### src/rtl/core/lfcc_pkg.sv
package lfcc_pkg;

    typedef struct packed {
        logic [7:0] char_byte;
        logic       char_present;
        logic       field_end;
    } t_in_item;

    typedef struct packed {
        logic [2:0]  field_type;
        logic [15:0] field_checksum;
    } t_out_item;

    typedef struct packed {
        logic [8:0]  class_bits;
        logic [1:0]  dot_count;
        logic        letter_after_dot;
        logic        forced_other;
        logic        first_is_slash;
        logic        at_field_start;
        logic [15:0] running_crc;
    } t_field_state;

    typedef struct packed {
        logic valid;
        logic advance;
    } t_stage_ctl;

    localparam logic [8:0] CB_EMAIL = 9'h001;
    localparam logic [8:0] CB_PATH  = 9'h002;
    localparam logic [8:0] CB_DOT   = 9'h004;
    localparam logic [8:0] CB_DASH  = 9'h008;
    localparam logic [8:0] CB_DIGIT = 9'h010;
    localparam logic [8:0] CB_OTHER = 9'h020;
    localparam logic [8:0] CB_HEX   = 9'h040;
    localparam logic [8:0] CB_ALPHA = 9'h080;
    localparam logic [8:0] CB_USC   = 9'h100;

    localparam logic [8:0] MASK_IP    = CB_PATH | CB_EMAIL | CB_USC | CB_OTHER | CB_ALPHA | CB_HEX;
    localparam logic [8:0] MASK_NUM   = CB_PATH | CB_EMAIL | CB_USC | CB_OTHER | CB_ALPHA;
    localparam logic [8:0] MASK_FQDN  = CB_PATH | CB_EMAIL | CB_USC | CB_OTHER;
    localparam logic [8:0] MASK_EMAIL = CB_PATH;

    localparam logic [2:0] TYPE_IP     = 3'd0;
    localparam logic [2:0] TYPE_NUMBER = 3'd1;
    localparam logic [2:0] TYPE_DOMAIN = 3'd2;
    localparam logic [2:0] TYPE_PATH   = 3'd3;
    localparam logic [2:0] TYPE_EMAIL  = 3'd4;
    localparam logic [2:0] TYPE_OTHER  = 3'd5;

    localparam logic [15:0] CRC_POLY = 16'hA001;
    localparam logic [1:0]  DOT_MAX  = 2'd3;

    localparam logic [7:0] CHAR_DOT   = 8'h2E;
    localparam logic [7:0] CHAR_SLASH = 8'h2F;
    localparam logic [7:0] CHAR_AT    = 8'h40;
    localparam logic [7:0] CHAR_DASH  = 8'h2D;
    localparam logic [7:0] CHAR_USC   = 8'h5F;

    localparam t_field_state FIELD_INIT = '{
        class_bits:       9'h000,
        dot_count:        2'd0,
        letter_after_dot: 1'b0,
        forced_other:     1'b0,
        first_is_slash:   1'b0,
        at_field_start:   1'b1,
        running_crc:      16'h0000
    };

    function automatic logic [15:0] crc_update(input logic [15:0] crc, input logic [7:0] b);
        logic [15:0] c;
        c = crc ^ {8'h00, b};
        for (int k = 0; k < 8; k++) begin
            c = c[0] ? ((c >> 1) ^ CRC_POLY) : (c >> 1);
        end
        return c;
    endfunction

    function automatic t_field_state class_update(input t_field_state s, input logic [7:0] c);
        t_field_state r;
        logic         is_lower;
        logic         is_upper;
        r        = s;
        is_lower = (c >= 8'h61) && (c <= 8'h7A);
        is_upper = (c >= 8'h41) && (c <= 8'h5A);
        if (c[7]) begin
            r.forced_other = 1'b1;
        end else if ((c >= 8'h30) && (c <= 8'h39)) begin
            r.class_bits = s.class_bits | CB_DIGIT;
        end else if (((c >= 8'h61) && (c <= 8'h66)) || ((c >= 8'h41) && (c <= 8'h46))) begin
            r.class_bits = s.class_bits | CB_HEX;
        end else if (c == CHAR_DOT) begin
            r.class_bits = s.class_bits | CB_DOT;
            if (s.dot_count != DOT_MAX) begin
                r.dot_count = s.dot_count + 2'd1;
            end
        end else if (c == CHAR_SLASH) begin
            r.class_bits = s.class_bits | CB_PATH;
        end else if (c == CHAR_AT) begin
            r.class_bits = s.class_bits | CB_EMAIL;
        end else if (c == CHAR_DASH) begin
            r.class_bits = s.class_bits | CB_DASH;
        end else if (c == CHAR_USC) begin
            r.class_bits = s.class_bits | CB_USC;
        end else if (is_lower || is_upper) begin
            if ((s.class_bits & CB_DOT) != 9'h000) begin
                r.letter_after_dot = 1'b1;
            end
            r.class_bits = s.class_bits | CB_ALPHA;
        end else begin
            r.class_bits = s.class_bits | CB_OTHER;
        end
        return r;
    endfunction

    function automatic logic [2:0] field_code(input t_field_state s);
        logic [8:0] f;
        logic [2:0] code;
        f = s.class_bits;
        if (s.forced_other) begin
            code = TYPE_OTHER;
        end else if (((f & MASK_IP) == 9'h000) && ((f & CB_DOT) != 9'h000)
                     && ((f & CB_DIGIT) != 9'h000) && (s.dot_count == DOT_MAX)) begin
            code = TYPE_IP;
        end else if (((f & MASK_NUM) == 9'h000) && ((f & (CB_DIGIT | CB_HEX)) != 9'h000)) begin
            code = TYPE_NUMBER;
        end else if (((f & MASK_FQDN) == 9'h000) && ((f & CB_DOT) != 9'h000)
                     && ((f & CB_ALPHA) != 9'h000) && s.letter_after_dot) begin
            code = TYPE_DOMAIN;
        end else if (s.first_is_slash) begin
            code = TYPE_PATH;
        end else if (((f & MASK_EMAIL) == 9'h000) && ((f & CB_EMAIL) != 9'h000)
                     && ((f & CB_ALPHA) != 9'h000)) begin
            code = TYPE_EMAIL;
        end else begin
            code = TYPE_OTHER;
        end
        return code;
    endfunction

endpackage

### src/rtl/core/lfcc_in_stage.sv
module lfcc_in_stage (
    input  logic              i_clk,
    input  logic              i_rst_n,
    input  logic              i_load,
    input  logic              i_advance,
    input  lfcc_pkg::t_in_item i_item,
    output logic              o_valid,
    output lfcc_pkg::t_in_item o_item
);

    logic               r_valid;
    lfcc_pkg::t_in_item r_item;

    always_ff @(posedge i_clk) begin
        if (!i_rst_n) begin
            r_valid <= 1'b0;
        end else if (i_load) begin
            r_valid <= 1'b1;
        end else if (i_advance) begin
            r_valid <= 1'b0;
        end
    end

    always_ff @(posedge i_clk) begin
        if (i_load) begin
            r_item <= i_item;
        end
    end

    assign o_valid = r_valid;
    assign o_item  = r_item;

endmodule

### src/rtl/core/lfcc_field_unit.sv
module lfcc_field_unit (
    input  logic                i_clk,
    input  logic                i_rst_n,
    input  lfcc_pkg::t_stage_ctl i_ctl,
    input  lfcc_pkg::t_in_item   i_item,
    output lfcc_pkg::t_out_item  o_result
);

    lfcc_pkg::t_field_state r_state;
    lfcc_pkg::t_field_state n_state;
    lfcc_pkg::t_field_state w_seen;

    always_comb begin
        w_seen = r_state;
        if (i_item.char_present) begin
            if (r_state.at_field_start && (i_item.char_byte == lfcc_pkg::CHAR_SLASH)) begin
                w_seen.first_is_slash = 1'b1;
            end
            w_seen.at_field_start = 1'b0;
            w_seen.running_crc    = lfcc_pkg::crc_update(r_state.running_crc, i_item.char_byte);
            if (!r_state.forced_other) begin
                w_seen = lfcc_pkg::class_update(w_seen, i_item.char_byte);
            end
        end
        n_state = i_item.field_end ? lfcc_pkg::FIELD_INIT : w_seen;
    end

    always_ff @(posedge i_clk) begin
        if (!i_rst_n) begin
            r_state <= lfcc_pkg::FIELD_INIT;
        end else if (i_ctl.advance) begin
            r_state <= n_state;
        end
    end

    assign o_result.field_type     = lfcc_pkg::field_code(w_seen);
    assign o_result.field_checksum = w_seen.running_crc;

    a_field_restart: assert property (@(posedge i_clk) disable iff (!i_rst_n)
        (i_ctl.advance && i_item.field_end)
        |=> (r_state.at_field_start && (r_state.running_crc == 16'h0000)))
        else $error("Field state was not cleared after the end of a field.");

    a_forced_type: assert property (@(posedge i_clk) disable iff (!i_rst_n)
        w_seen.forced_other |-> (o_result.field_type == lfcc_pkg::TYPE_OTHER))
        else $error("A field with a high byte was not typed as other.");

    a_advance_valid: assert property (@(posedge i_clk) disable iff (!i_rst_n)
        i_ctl.advance |-> i_ctl.valid)
        else $error("Field state advanced with no transaction in the input register.");

endmodule

### src/rtl/core/lfcc_out_stage.sv
module lfcc_out_stage (
    input  logic                i_clk,
    input  logic                i_rst_n,
    input  logic                i_load,
    input  lfcc_pkg::t_out_item  i_result,
    input  logic                i_stall,
    output logic                o_free,
    output logic                o_valid,
    output lfcc_pkg::t_out_item  o_item
);

    logic                r_valid;
    lfcc_pkg::t_out_item r_item;

    always_ff @(posedge i_clk) begin
        if (!i_rst_n) begin
            r_valid <= 1'b0;
        end else if (i_load) begin
            r_valid <= 1'b1;
        end else if (!i_stall) begin
            r_valid <= 1'b0;
        end
    end

    always_ff @(posedge i_clk) begin
        if (i_load) begin
            r_item <= i_result;
        end
    end

    assign o_free  = !r_valid || !i_stall;
    assign o_valid = r_valid;
    assign o_item  = r_item;

endmodule

### src/rtl/core/log_field_classifier_crc_unit.sv
// Classifies each field of a log message and computes its CRC-16/ARC checksum. Characters
// enter one per transaction with field_end set on the last one; a transaction without a
// character but with field_end set closes the field as it stands, and alone gives an empty
// field of type other with checksum zero. Each field yields one result transaction with a
// type code and the checksum, presented once the closing transaction leaves the input
// register. The block accepts one transaction every cycle unless the input stalls: the
// per-field state, the byte-wide CRC step and the class update form combinational logic
// between the input and field state registers. An output register holds the result, so
// character transactions keep flowing while a result waits; a closing transaction waits
// in the input register, and stalls the input, until the output register is free.
module log_field_classifier_crc_unit (
    input  logic               i_clk,
    input  logic               i_rst_n,
    input  logic               i_valid,
    output logic               o_stall,
    input  lfcc_pkg::t_in_item  i_item,
    output logic               o_valid,
    input  logic               i_stall,
    output lfcc_pkg::t_out_item o_item
);

    logic                 w_in_valid;
    lfcc_pkg::t_in_item   w_in_item;
    logic                 w_out_free;
    logic                 w_advance;
    logic                 w_out_load;
    logic                 w_in_load;
    lfcc_pkg::t_stage_ctl w_ctl;
    lfcc_pkg::t_out_item  w_result;

    assign w_advance  = w_in_valid && (!w_in_item.field_end || w_out_free);
    assign w_out_load = w_advance && w_in_item.field_end;
    assign o_stall    = w_in_valid && !w_advance;
    assign w_in_load  = i_valid && !o_stall;

    assign w_ctl.valid   = w_in_valid;
    assign w_ctl.advance = w_advance;

    lfcc_in_stage u_in_stage (
        .i_clk     (i_clk),
        .i_rst_n   (i_rst_n),
        .i_load    (w_in_load),
        .i_advance (w_advance),
        .i_item    (i_item),
        .o_valid   (w_in_valid),
        .o_item    (w_in_item)
    );

    lfcc_field_unit u_field_unit (
        .i_clk    (i_clk),
        .i_rst_n  (i_rst_n),
        .i_ctl    (w_ctl),
        .i_item   (w_in_item),
        .o_result (w_result)
    );

    lfcc_out_stage u_out_stage (
        .i_clk    (i_clk),
        .i_rst_n  (i_rst_n),
        .i_load   (w_out_load),
        .i_result (w_result),
        .i_stall  (i_stall),
        .o_free   (w_out_free),
        .o_valid  (o_valid),
        .o_item   (o_item)
    );

    a_stall_cause: assert property (@(posedge i_clk) disable iff (!i_rst_n)
        o_stall |-> (w_in_valid && w_in_item.field_end && o_valid && i_stall))
        else $error("Input stalled without a pending field end blocked by the output.");

    a_result_shown: assert property (@(posedge i_clk) disable iff (!i_rst_n)
        w_out_load |=> o_valid)
        else $error("A field result was loaded but not presented.");

    a_no_overwrite: assert property (@(posedge i_clk) disable iff (!i_rst_n)
        (o_valid && i_stall) |-> !w_out_load)
        else $error("A stalled result transaction was overwritten.");

endmodule
### config.mk
export PLATFORM = sky130hd
export DESIGN_NAME = log_field_classifier_crc_unit
export DESIGN_NICKNAME = d
export VERILOG_FILES = /design/src/rtl/core/lfcc_pkg.sv /design/src/rtl/core/lfcc_in_stage.sv /design/src/rtl/core/lfcc_field_unit.sv /design/src/rtl/core/lfcc_out_stage.sv /design/src/rtl/core/log_field_classifier_crc_unit.sv
export SDC_FILE = /design/constraint.sdc
export NUM_CORES = 1
export LEC_CHECK = 0
export CAP_MARGIN = 20
export CORE_ASPECT_RATIO = 1.1
export CORE_MARGIN = 5
export CORE_UTILIZATION = 45
export DETAILED_ROUTE_END_ITERATION = 7
export DONT_BUFFER_PORTS = 1
export MAX_ROUTING_LAYER = met4
export SYNTH_ARGS = -nofsm -noshare
export SYNTH_HDL_FRONTEND = slang
export SYNTH_SLANG_ARGS = --single-unit
### constraint.sdc
create_clock -name i_clk -period 7.5 [get_ports i_clk]
set_input_delay 1.5 -clock i_clk [delete_from_list [all_inputs] [get_ports i_clk]]
set_output_delay 1.5 -clock i_clk [all_outputs]
set_load 0.01 [all_outputs]
==> results.sh, run 1 <==
export IMPL_outcome="finished clean"
export IMPL_worst_endpoint_arrival_ns=1.88
export IMPL_max_stage_delay_ns=0.30
export IMPL_dieHeight_um=94
export IMPL_synth_avg_cell_area_um2=10.7
export IMPL_fmax_ghz=0.295
export IMPL_grt_max_degree=33
export IMPL_place_gp_congestion=0.955
export IMPL_path_max_fanout=3
export IMPL_final_fill_count=584
export IMPL_drt_antenna_violating_nets=0
export IMPL_setup_tns_ns=0
export IMPL_n_antenna_cell=0
export IMPL_clock_tree_from_tritoncts="built"
export IMPL_hold_viol_final=0
export IMPL_ys_ff_latch=61
export IMPL_cts_sinks=61
export IMPL_finalHoldWorstSlack_ns=0.467
export IMPL_cellLeakagePower_nw=1.05
export IMPL_grt_pass1_wl_um=10200
export IMPL_synth_nets=283
export IMPL_dp_slack_ns=4.11
export IMPL_drc_violations_left=0
export IMPL_cts_reportedPaths_clkPinSlew_ns=0.06
export IMPL_fraction_of_final_layout_cells_sized_beyond_drive_strength_1=0.114
export IMPL_drt_first_iter_violations=123
export IMPL_layout_worst_path_cycle_share=0.451
export IMPL_timing_final_ws_setup_ns=4.12
export IMPL_post_synth_mux_area_share=0.0312
export IMPL_number_of_flops_mapped_to_enable_cells_by_yosys=29
export IMPL_max_slew_worst_pin_slew_ns=1.03
export IMPL_grt_setup_unrepaired="false"
export IMPL_hp_start="u_field_unit.r_state[16]$_SDFFE_PN1P_"
export IMPL_grt_overflow_total=0
export IMPL_ys_top_cells_by_area="sky130_fd_sc_hd__edfxtp_1 30%, sky130_fd_sc_hd__dfxtp_1 22%, sky130_fd_sc_hd__xnor2_1 5.8%"
export IMPL_cts_hold_buffers_added=0
export IMPL_netlist_area_mm2=0.00289
export IMPL_critical_path_cell_by_cell="nand3_1 > nor2_1"
export IMPL_netlist_area_leader_share=0.302
export IMPL_netlist_cell_type_count=50
export IMPL_timing_slew_headroom=0.314
export IMPL_grt_util_overall=0.170
export IMPL_drt_vias_per_instance=5.68
export IMPL_port_buffers=0
export IMPL_synthCells=269
export IMPL_synth_sequential_area_ratio=0.524
export IMPL_power_per_cell_area_mw_per_mm2=233
export IMPL_max_vdd_ir_drop_mv=0.108
export IMPL_final_cell_mix="32 x sky130_fd_sc_hd__dfxtp_1, 29 x sky130_fd_sc_hd__edfxtp_1, 28 x sky130_fd_sc_hd__nor2_1"
export IMPL_synth_warnings=0
export IMPL_final_common_cell="sky130_fd_sc_hd__dfxtp_1"
export IMPL_timing_critical_path_from_type="input port"
export IMPL_routed_wl_um=5940
export IMPL_post_synth_fa_ha_maj_area_fraction=0
export IMPL_number_of_pins_exceeding_their_max_slew_limit_in_the_final_report=0
export IMPL_dp_hpwl_um=4140
export IMPL_worstSetupPathType="input port to primary output"
export IMPL_worstPathRequired_ns=6.00
export IMPL_post_route_util=0.503
export IMPL_clock_root_buffer="sky130_fd_sc_hd__clkbuf_8"
export IMPL_setup_viol=0
export IMPL_synth_compound_area_share=0.155
export IMPL_crit_start="i_stall"
export IMPL_design_portCount=35
export IMPL_async_flop_share=0
export IMPL_crit_slowest_cell="sky130_fd_sc_hd__nor2_1"
export IMPL_layout_area_overhead_vs_synth_pct=7.93
export IMPL_yosys_area_top_type="sky130_fd_sc_hd__edfxtp_1"
export IMPL_cp_buffers_inverters=0
export IMPL_drt_pass1_iterations=4
export IMPL_most_used_dff_post_synth="sky130_fd_sc_hd__dfxtp_1"
export IMPL_skew_ns=0.00506
export IMPL_h_tree_depth=3
export IMPL_placeableCoreArea_mm2=0.00619
export IMPL_min_path_type="flop to flop"
export IMPL_synth_simple_area_share=0.189
export IMPL_crit_family="simple AND/OR/NAND/NOR gates"
export IMPL_synth_xor_area_frac=0.0733
export IMPL_post_cts_resize_count=0
export IMPL_clk_path_buf_depth=2
export IMPL_starting_density=0.466
export IMPL_numCtsBuffers=9
export IMPL_via_count=1995
export IMPL_die_area_mm2=0.00812
export IMPL_timing_final_crit_period_ns=3.38
export IMPL_fin_nets=280
export IMPL_chipWidth_um=86.4
export IMPL_antenna_found_initial=0
export IMPL_regToRegStartpoint="u_in_stage.o_item[1]$_DFFE_PP_"
export IMPL_drv_max_cap_violation_count=0
export IMPL_combinational_family_with_the_most_area_after_synthesis="simple AND/OR/NAND/NOR gates"
export IMPL_grt_pass1_vias=1992
export IMPL_crit_path_end_kind="primary output"
export IMPL_wl_per_cell_um=16.9
export IMPL_worstSkewPairLatency_ns=0.34
export IMPL_cts_post_setup_buffers_inserted=0
export IMPL_rows=30
-- registers in the layout, summed over array words and instances (netlist names) --
register,flops
u_field_unit.r_state,30
u_out_stage.o_item,19
u_in_stage.o_item,10
u_in_stage.o_valid,1
u_out_stage.o_valid,1
-- stage by stage --
stage	area (µm²)	total power, mW	instances
after detailed placement	2920	0.448	335
final	3120	0.726	351
after floorplan	2890	0.436	269
after CTS	3120	0.735	351
after global placement	2920	0.448	335
after global routing	3120	0.763	351
-- where the power goes --
| part | switching [mW] | internal (mW) |
|---|---|---|
| Sequential | 0.0149 | 0.361 |
| Clock | 0.125 | 0.160 |
| Combinational | 0.0340 | 0.0308 |
| Total | 0.174 | 0.551 |
-- metal layers --
metal / GRT usage / wire [µm]
met5: - / 0
met3: 0.0386 / 204
met1: 0.213 / 2770
met4: 0.0909 / 130
met2: 0.256 / 2840
-- kinds of logic after synthesis --
group           after synthesis
flops                        61
mux                           8
xor+xnor                     21
buf+inv                      19
simple gates                 95
compound gates               65
-- synthesized netlist by cell type, types with 2 or more instances --
cell type / number
sky130_fd_sc_hd__mux2_2: 8
sky130_fd_sc_hd__a21boi_0: 7
sky130_fd_sc_hd__edfxtp_1: 29
sky130_fd_sc_hd__nor3b_1: 2
sky130_fd_sc_hd__nand3b_1: 6
sky130_fd_sc_hd__or3_4: 2
sky130_fd_sc_hd__a21o_1: 4
sky130_fd_sc_hd__nor2b_1: 11
sky130_fd_sc_hd__nand3_1: 4
sky130_fd_sc_hd__and4b_1: 2
sky130_fd_sc_hd__a22oi_1: 9
sky130_fd_sc_hd__xnor2_1: 19
sky130_fd_sc_hd__inv_1: 5
sky130_fd_sc_hd__nand4b_1: 3
sky130_fd_sc_hd__nand2_1: 13
sky130_fd_sc_hd__xnor3_1: 2
sky130_fd_sc_hd__o21ai_0: 4
sky130_fd_sc_hd__o211ai_1: 2
sky130_fd_sc_hd__nor2_1: 28
sky130_fd_sc_hd__and2_1: 3
sky130_fd_sc_hd__and3b_1: 2
sky130_fd_sc_hd__a31oi_1: 9
sky130_fd_sc_hd__clkbuf_1: 10
sky130_fd_sc_hd__dfxtp_1: 32
sky130_fd_sc_hd__and4_1: 2
sky130_fd_sc_hd__buf_2: 2
sky130_fd_sc_hd__a21oi_1: 18
sky130_fd_sc_hd__nor3_1: 9
-- cell type report --
class                           instances  area, µm²  area share
Sequential cell                        61       1510       0.485
Multi-Input combinational cell        189       1290       0.415
Clock buffer                           11        141      0.0454
Tap cell                               80        100      0.0321
Clock inverter                          5       50.0      0.0161
Inverter                                5       18.8     0.00602
-- final timing paths --
check | slack, ns | to | depth (start not counted)
max | 4.12 | o_stall | 2
max reg2reg | 4.37 | u_out_stage.o_item[17]$_SDFFCE_PP0P_ | 6
min reg2reg | 0.47 | u_field_unit.r_state[16]$_SDFFE_PN1P_ | 1
min | 0.47 | u_field_unit.r_state[16]$_SDFFE_PN1P_ | 1
Note: power is estimated with default switching activity, not from simulation.
==> run 2, diff against run 1 <==
clock period = 2.9 ns   (was 7.5 ns; I/O delays follow)
==> run 2 against run 1 <==
Against the previous run:
- sequential share of layout area down 0.92 points
- global-route usage down 0.67 points
- critical endpoint is now u_out_stage.o_item[17]$_SDFFCE_PP0P_
- die area unchanged
- sequential power rose to 2.6 times the previous value
- flip-flop and latch count did not move
- clock power increased to 2.6 times the previous value
- core utilization grew 0.97 points
- design area increased by 1.9%
- non-clock buffer count increased by 8
- highest routed layer unchanged
- combinational power grew to 3.0 times the previous value
==> results.sh, run 2 (synthesis results as in run 1) <==
export IMPL_multi_input_comb_area_mm2=0.00129
export IMPL_numCtsBuffers=9
export IMPL_fmax_ghz=0.383
export IMPL_layout_area_overhead_vs_synth_pct=10.0
export IMPL_port_buffers=0
export IMPL_drt_pass1_iterations=4
export IMPL_dp_hpwl_um=4330
export IMPL_fraction_of_final_layout_cells_sized_beyond_drive_strength_1=0.140
export IMPL_timing_final_crit_period_ns=2.61
export IMPL_setup_tns_ns=0
export IMPL_setup_viol=0
export IMPL_path_max_fanout=9
export IMPL_grt_overflow_total=0
export IMPL_timing_critical_path_from_type="flop"
export IMPL_worstPathRequired_ns=3.04
export IMPL_wl_per_cell_um=17.1
export IMPL_regToRegStartpoint="u_in_stage.o_item[3]$_DFFE_PP_"
export IMPL_worst_case_hold_path_end_point="u_in_stage.o_item[9]$_DFFE_PP_"
export IMPL_h_tree_depth=3
export IMPL_drv_max_cap_violation_count=0
export IMPL_cellLeakagePower_nw=1.09
export IMPL_ff2ff_setup_slack_ns=0.29
export IMPL_grt_pass1_wl_um=9760
export IMPL_hold_viol_final=0
export IMPL_worstSkewPairLatency_ns=0.34
export IMPL_grt_max_degree=32
export IMPL_timing_final_ws_setup_ns=0.289
export IMPL_final_common_cell="sky130_fd_sc_hd__dfxtp_1"
export IMPL_n_antenna_cell=0
export IMPL_clock_tree_from_tritoncts="built"
export IMPL_dieHeight_um=94
export IMPL_worst_endpoint_arrival_ns=2.75
export IMPL_drt_antenna_violating_nets=0
export IMPL_skew_ns=0.0106
export IMPL_crit_path_end_kind="flop"
export IMPL_cts_sinks=61
export IMPL_antenna_found_initial=0
export IMPL_timing_slew_headroom=0.487
export IMPL_drt_vias_per_instance=5.59
export IMPL_min_delay_path_depth=0
export IMPL_final_fill_count=566
export IMPL_registers_top_by_ff_count="u_field_unit.r_state"
export IMPL_post_cts_resize_count=0
export IMPL_grt_pass1_vias=1985
export IMPL_clock_root_buffer="sky130_fd_sc_hd__clkbuf_8"
export IMPL_cts_hold_buffers_added=0
export IMPL_rows=30
export IMPL_chipWidth_um=86.4
export IMPL_layout_area_seq_mm2=0.00151
export IMPL_grt_setup_unrepaired="false"
export IMPL_hp_start="i_item[9]"
export IMPL_drc_violations_left=0
export IMPL_cts_reportedPaths_clkPinSlew_ns=0.06
export IMPL_clk_path_buf_depth=2
export IMPL_die_area_mm2=0.00812
export IMPL_power_per_cell_area_mw_per_mm2=593
export IMPL_drt_first_iter_violations=104
export IMPL_r2r_end="u_out_stage.o_item[17]$_SDFFCE_PP0P_"
export IMPL_design_portCount=35
export IMPL_min_path_type="input port to flop"
export IMPL_via_count=2007
export IMPL_cts_post_setup_buffers_inserted=0
export IMPL_outcome="finished clean"
export IMPL_layout_worst_path_cycle_share=0.900
export IMPL_fin_nets=288
export IMPL_ff2ff_path_depth=6
export IMPL_grt_util_overall=0.164
export IMPL_worstSetupPathType="flop to flop"
export IMPL_place_gp_congestion=0.857
export IMPL_routed_wl_um=6130
export IMPL_max_slew_worst_pin_slew_ns=0.768
export IMPL_largest_register_ffs=30
export IMPL_final_cell_mix="32 x sky130_fd_sc_hd__dfxtp_1, 29 x sky130_fd_sc_hd__edfxtp_1, 28 x sky130_fd_sc_hd__nor2_1"
export IMPL_starting_density=0.466
export IMPL_dp_slack_ns=0.319
export IMPL_max_vdd_ir_drop_mv=0.339
export IMPL_number_of_pins_exceeding_their_max_slew_limit_in_the_final_report=0
export IMPL_placeableCoreArea_mm2=0.00619
## run 2: metal layers
metal	track usage	wire, µm
met3	0.0491	209
met2	0.263	3020
met5	-	0
met1	0.189	2750
met4	0.0701	145
## run 2: layout make-up
type                            count  share of cell area
Clock buffer                       11              0.0445
Clock inverter                      5              0.0158
Inverter                            5             0.00591
Multi-Input combinational cell    189               0.407
Sequential cell                    61               0.476
Tap cell                           80              0.0315
Timing Repair Buffer                8              0.0189
## run 2: how the worst max path moves through the flow
stage / slack, ns / to / startpoint / cells after the start
6_report: 0.29 / u_out_stage.o_item[17]$_SDFFCE_PP0P_ / u_in_stage.o_item[3]$_DFFE_PP_ / 6
5_1_grt: 0.07 / u_out_stage.o_item[17]$_SDFFCE_PP0P_ / u_in_stage.o_item[9]$_DFFE_PP_ / 7
4_1_cts: 0.30 / u_out_stage.o_item[17]$_SDFFCE_PP0P_ / u_in_stage.o_item[3]$_DFFE_PP_ / 6
2_1_floorplan: 0.40 / u_out_stage.o_item[17]$_SDFFCE_PP0P_ / u_in_stage.o_item[6]$_DFFE_PP_ / 7
3_3_place_gp: 0.36 / u_out_stage.o_item[0]$_DFFE_PP_ / u_in_stage.o_item[3]$_DFFE_PP_ / 6
3_5_place_dp: 0.32 / u_out_stage.o_item[17]$_SDFFCE_PP0P_ / u_in_stage.o_item[3]$_DFFE_PP_ / 6
## run 2: critical path, cell delays in order (launching register included)
cell	delay [ns]
sky130_fd_sc_hd__edfxtp_1	0.52
sky130_fd_sc_hd__or3_4	0.44
sky130_fd_sc_hd__and3b_2	0.24
sky130_fd_sc_hd__nor3_1	0.33
sky130_fd_sc_hd__a21oi_1	0.17
sky130_fd_sc_hd__o41a_1	0.45
sky130_fd_sc_hd__a2111oi_2	0.28
## run 2: stage by stage
stage | instances | total power, mW | cell area [µm²] | utilization | hold WS [ns]
2_1_floorplan | 269 | 1.13 | 2890 | - | 0.426
3_3_place_gp | 343 | 1.17 | 2980 | 0.482 | 0.439
3_5_place_dp | 343 | 1.17 | 2980 | 0.482 | 0.449
4_1_cts | 359 | 1.91 | 3180 | 0.513 | 0.321
5_1_grt | 359 | 1.97 | 3180 | 0.513 | 0.317
6_report | 359 | 1.88 | 3180 | 0.513 | 0.338
## run 2: power breakdown
group | internal (mW) | switching (mW) | leakage [nW] | total (mW)
Sequential | 0.933 | 0.0266 | 0.530 | 0.959
Clock | 0.413 | 0.320 | 0.0944 | 0.733
Combinational | 0.0869 | 0.105 | 0.464 | 0.192
Total | 1.43 | 0.451 | 1.09 | 1.88
